## src/sv/lfe_ram.sv

```systemverilog
`timescale 1ns / 1ps
// ============================================================================
// lfe_ram
// Generic single-write, single-read RAM with registered read data.
// ============================================================================
module lfe_ram #(
    parameter int WIDTH = 16,
    parameter int DEPTH = 64
) (
    input  logic                     clk,
    input  logic                     we,
    input  logic [$clog2(DEPTH)-1:0] waddr,
    input  logic [WIDTH-1:0]         wdata,
    input  logic [$clog2(DEPTH)-1:0] raddr,
    output logic [WIDTH-1:0]         rdata
);

    logic [WIDTH-1:0] mem [DEPTH];

    // Write port and registered read port
    always_ff @(posedge clk)
    begin
        if (we)
        begin
            mem[waddr] <= wdata;
        end
        rdata <= mem[raddr];
    end

endmodule

```

## config.mk

```make
export PLATFORM = sky130hd
export DESIGN_NAME = lfe_ram
export DESIGN_NICKNAME = d
export VERILOG_FILES = /design/src/sv/lfe_ram.sv
export SDC_FILE = /design/constraint.sdc
export NUM_CORES = 1
export LEC_CHECK = 0
export ABC_AREA = 1
export BUFFER_PORTS_ARGS = -buffer_cell sky130_fd_sc_hd__buf_4
export CAP_MARGIN = 20
export CORE_UTILIZATION = 30
export CTS_BUF_LIST = sky130_fd_sc_hd__clkbuf_4
export DETAILED_ROUTE_END_ITERATION = 10
export GPL_ROUTABILITY_DRIVEN = 0
export PLACE_DENSITY_LB_ADDON = 0.12
export SLEW_MARGIN = 15
export SYNTH_ARGS = -nofsm -noshare
export SYNTH_HDL_FRONTEND = slang
export SYNTH_SLANG_ARGS = --single-unit
```

## constraint.sdc

```tcl
create_clock -name clk -period 5.3 [get_ports clk]
set_input_delay 0.53 -clock clk [delete_from_list [all_inputs] [get_ports clk]]
set_output_delay 0.53 -clock clk [all_outputs]
set_load 0.005 [all_outputs]
```

==> results.toml <==
[status]
status = "finished clean"

[critical_path]
cp-startpoint = "raddr[1]"
r2r-start = "mem[43][4]"
max_stage_delay_ns = 0.57
crit_chain = "dlygate4sd3_1, buf_8, inv_8, buf_12, nand3_1, nand3_1, nand2_1, nand2_1, nand3_1, nand3_1, dlygate4sd3_1, nand2_1"
critPathSlowestCell = "inv_8"
critPathLaunchType = "primary input"
path_class = "in2reg"
crit_fanout = 92
crit_top_cell = "nand3_1"
cp-end-kind = "register"
cp_data_required_time_ns = 6.41
cp.arrival_ns = 3.70

[global_route]
grt_first_pass_wirelength_mm = 190
grt_max_degree = 149
grt.overflow.total = 0
grt_usage_pct = 18.4
grt_pass1_vias = 27300
antenna_found_initial = 7

[floorplanning]
ios = 46
die_area_um2 = 142000
placementRows = 137
core_um2 = 139000
die_h_um = 377
start_util_pct = 30.2
die_w_um = 377

[layout]
layout_common_cells = "nand2_1 (1,296), edfxtp_1 (1,024), nand3_1 (871)"
register_area_um2 = 31100
instances_no_fill = 5834
post-route-util_pct = 34.7
drive_gt1_share_pct = 16.4
fin_nets = 3796
final_common_cell = "nand2_1"
n_fill_cell = 14000
area_growth_pct = 14.8
multi_input_area_um2 = 9690
fin_area_um2 = 48300

[logic_synthesis]
syn_area_per_cell_um2 = 12.0
ys_types = 16
ys_seq_area_share_pct = 73.8
syn_nets = 3547
synth-seq-cells = 1040
ys_warn_count = 0
syn_inst = 3517
syn_area_um2 = 42100

[clock_tree]
cts_root_buffer = "clkbuf_4"
ctsHtreeMaxLevel = 5
clkSinkCount = 1040
clkLatencyLatePin_ns = 1.23
clk_path_buf_depth = 4
cts_tree = "built"
path_clk_slew_ns = 0.07
numCtsBuffers = 312
cts_setup_buffers = 0

[place]
dp.cells = 5299
place_area_um2 = 44300
io_buffers = 45
dp_hpwl_mm = 67.4

[run]
maxCapViolCount = 0

[power]
switchingPower_mw = 4.26
clkPwrFrac_pct = 42.1
seqPwrFrac_pct = 51.5
pwr-share-comb_pct = 6.4
p_sw_share_pct = 24.1
internal-power_mw = 13.4
leakage_nw = 17.5
ir_worst_vdd_v = 0.000181
power.density_nw_per_um2 = 366

[timing]
relSlewSlack_pct = 30.9
slew_viol_final = 0
rsz0062_at_grt = "no"
hold_violations = 0
fmax_ghz = 0.386
fin_tns_setup_ns = 0
period_needed_ns = 2.59
skew_ns = 0.0930
setup_violations = 0
period_share_pct = 48.9
worst_pin_slew_ns = 1.04

[drt]
post_drt_wl_per_cell_um = 22.4
drc = 0
drt-pass1-iter-count = 5
vias = 27500
antenna_left = 0
drtIter0Drc = 1847
viasPerCell = 4.71
drt_wl_total_mm = 131

[min_path]
min-delay-start = "raddr[2]"
min_path_type = "in2reg"
power by group through the flow:
stage | clock network (mW) | logic (mW) | registers [mW]
final | 7.46 | 1.13 | 9.13
after global routing | 8.13 | 1.24 | 9.13
after CTS | 7.74 | 1.16 | 9.13
after detailed placement | 0 | 1.14 | 9.30
after global placement | 0 | 1.14 | 9.30
after floorplan | 0 | 0.609 | 9.29
metrics by stage:
stage | total power [mW] | hold slack [ns] | worst slack, ns
6_report | 17.7 | 0.147 | 2.71
5_1_grt | 18.5 | 0.0699 | 2.61
4_1_cts | 18.0 | 0.0332 | 2.77
3_5_place_dp | 10.4 | 0.807 | 2.00
3_3_place_gp | 10.4 | 0.816 | 2.00
2_1_floorplan | 9.90 | 0.629 | 2.22
metal layers:
| layer | GRT usage (%) | vias to the layer above | wire length [um] |
|---|---|---|---|
| li1 | - | 13100 | - |
| met1 | 24.8 | 13500 | 59700 |
| met2 | 29.2 | 669 | 61200 |
| met3 | 4.10 | 236 | 6550 |
| met4 | 6.50 | 6 | 3230 |
| met5 | 0 | - | 37 |
cell usage after synthesis (all sizes together):
library cell  instances  area share, %
nand2              1296             12
edfxtp             1024             73
nand3               871             10
buf                 199            3.2
nor2                 56           0.50
clkbuf               26           0.23
dfxtp                16           0.76
inv                  12           0.12
nand4                 9           0.13
nor4                  8           0.12
cell type report:
type / count / share of cell area (%)
clock buffer: 456 / 7.08
timing repair buffer: 160 / 2.98
clock inverter: 42 / 0.554
sequential: 1040 / 64.3
multi-input combinational: 2240 / 20.0
inverter: 12 / 0.173
antenna: 8 / 0.0414
tap: 1876 / 4.86
path summary, 6_finish.rpt:
kind,depth (start not counted),endpoint,slack [ns]
setup / recovery,12,rdata[4],2.71
hold / removal,7,rdata[12],0.15
setup reg to reg,9,rdata[4],3.41
hold reg to reg,8,rdata[12],0.82
sequential cells by signal (all words and copies together) (netlist names):
name   count
mem     1024
rdata     16
worst max-delay path: cells and delay by family:
kind / cells / cell delay, ns
and+or+nand+nor: 7 / 0.78
buffers and inverters: 5 / 2.27
kinds of logic (layout without fill, tap and decap cells):
| group | Yosys count | in the layout | synth area share, % |
|---|---|---|---|
| other | 0 | 8 | 0 |
| AND/OR/NAND/NOR | 2240 | 2240 | 22.7 |
| flip-flops | 1040 | 1040 | 73.8 |
| buffers and inverters | 237 | 670 | 3.54 |
repair_timing:
action                                 in CTS  in global routing
endpoints found under the hold margin    1155                  0
gates resized for setup                     0                  0
hold buffers                               28                  0
Note: power is estimated with default switching activity, not from simulation.
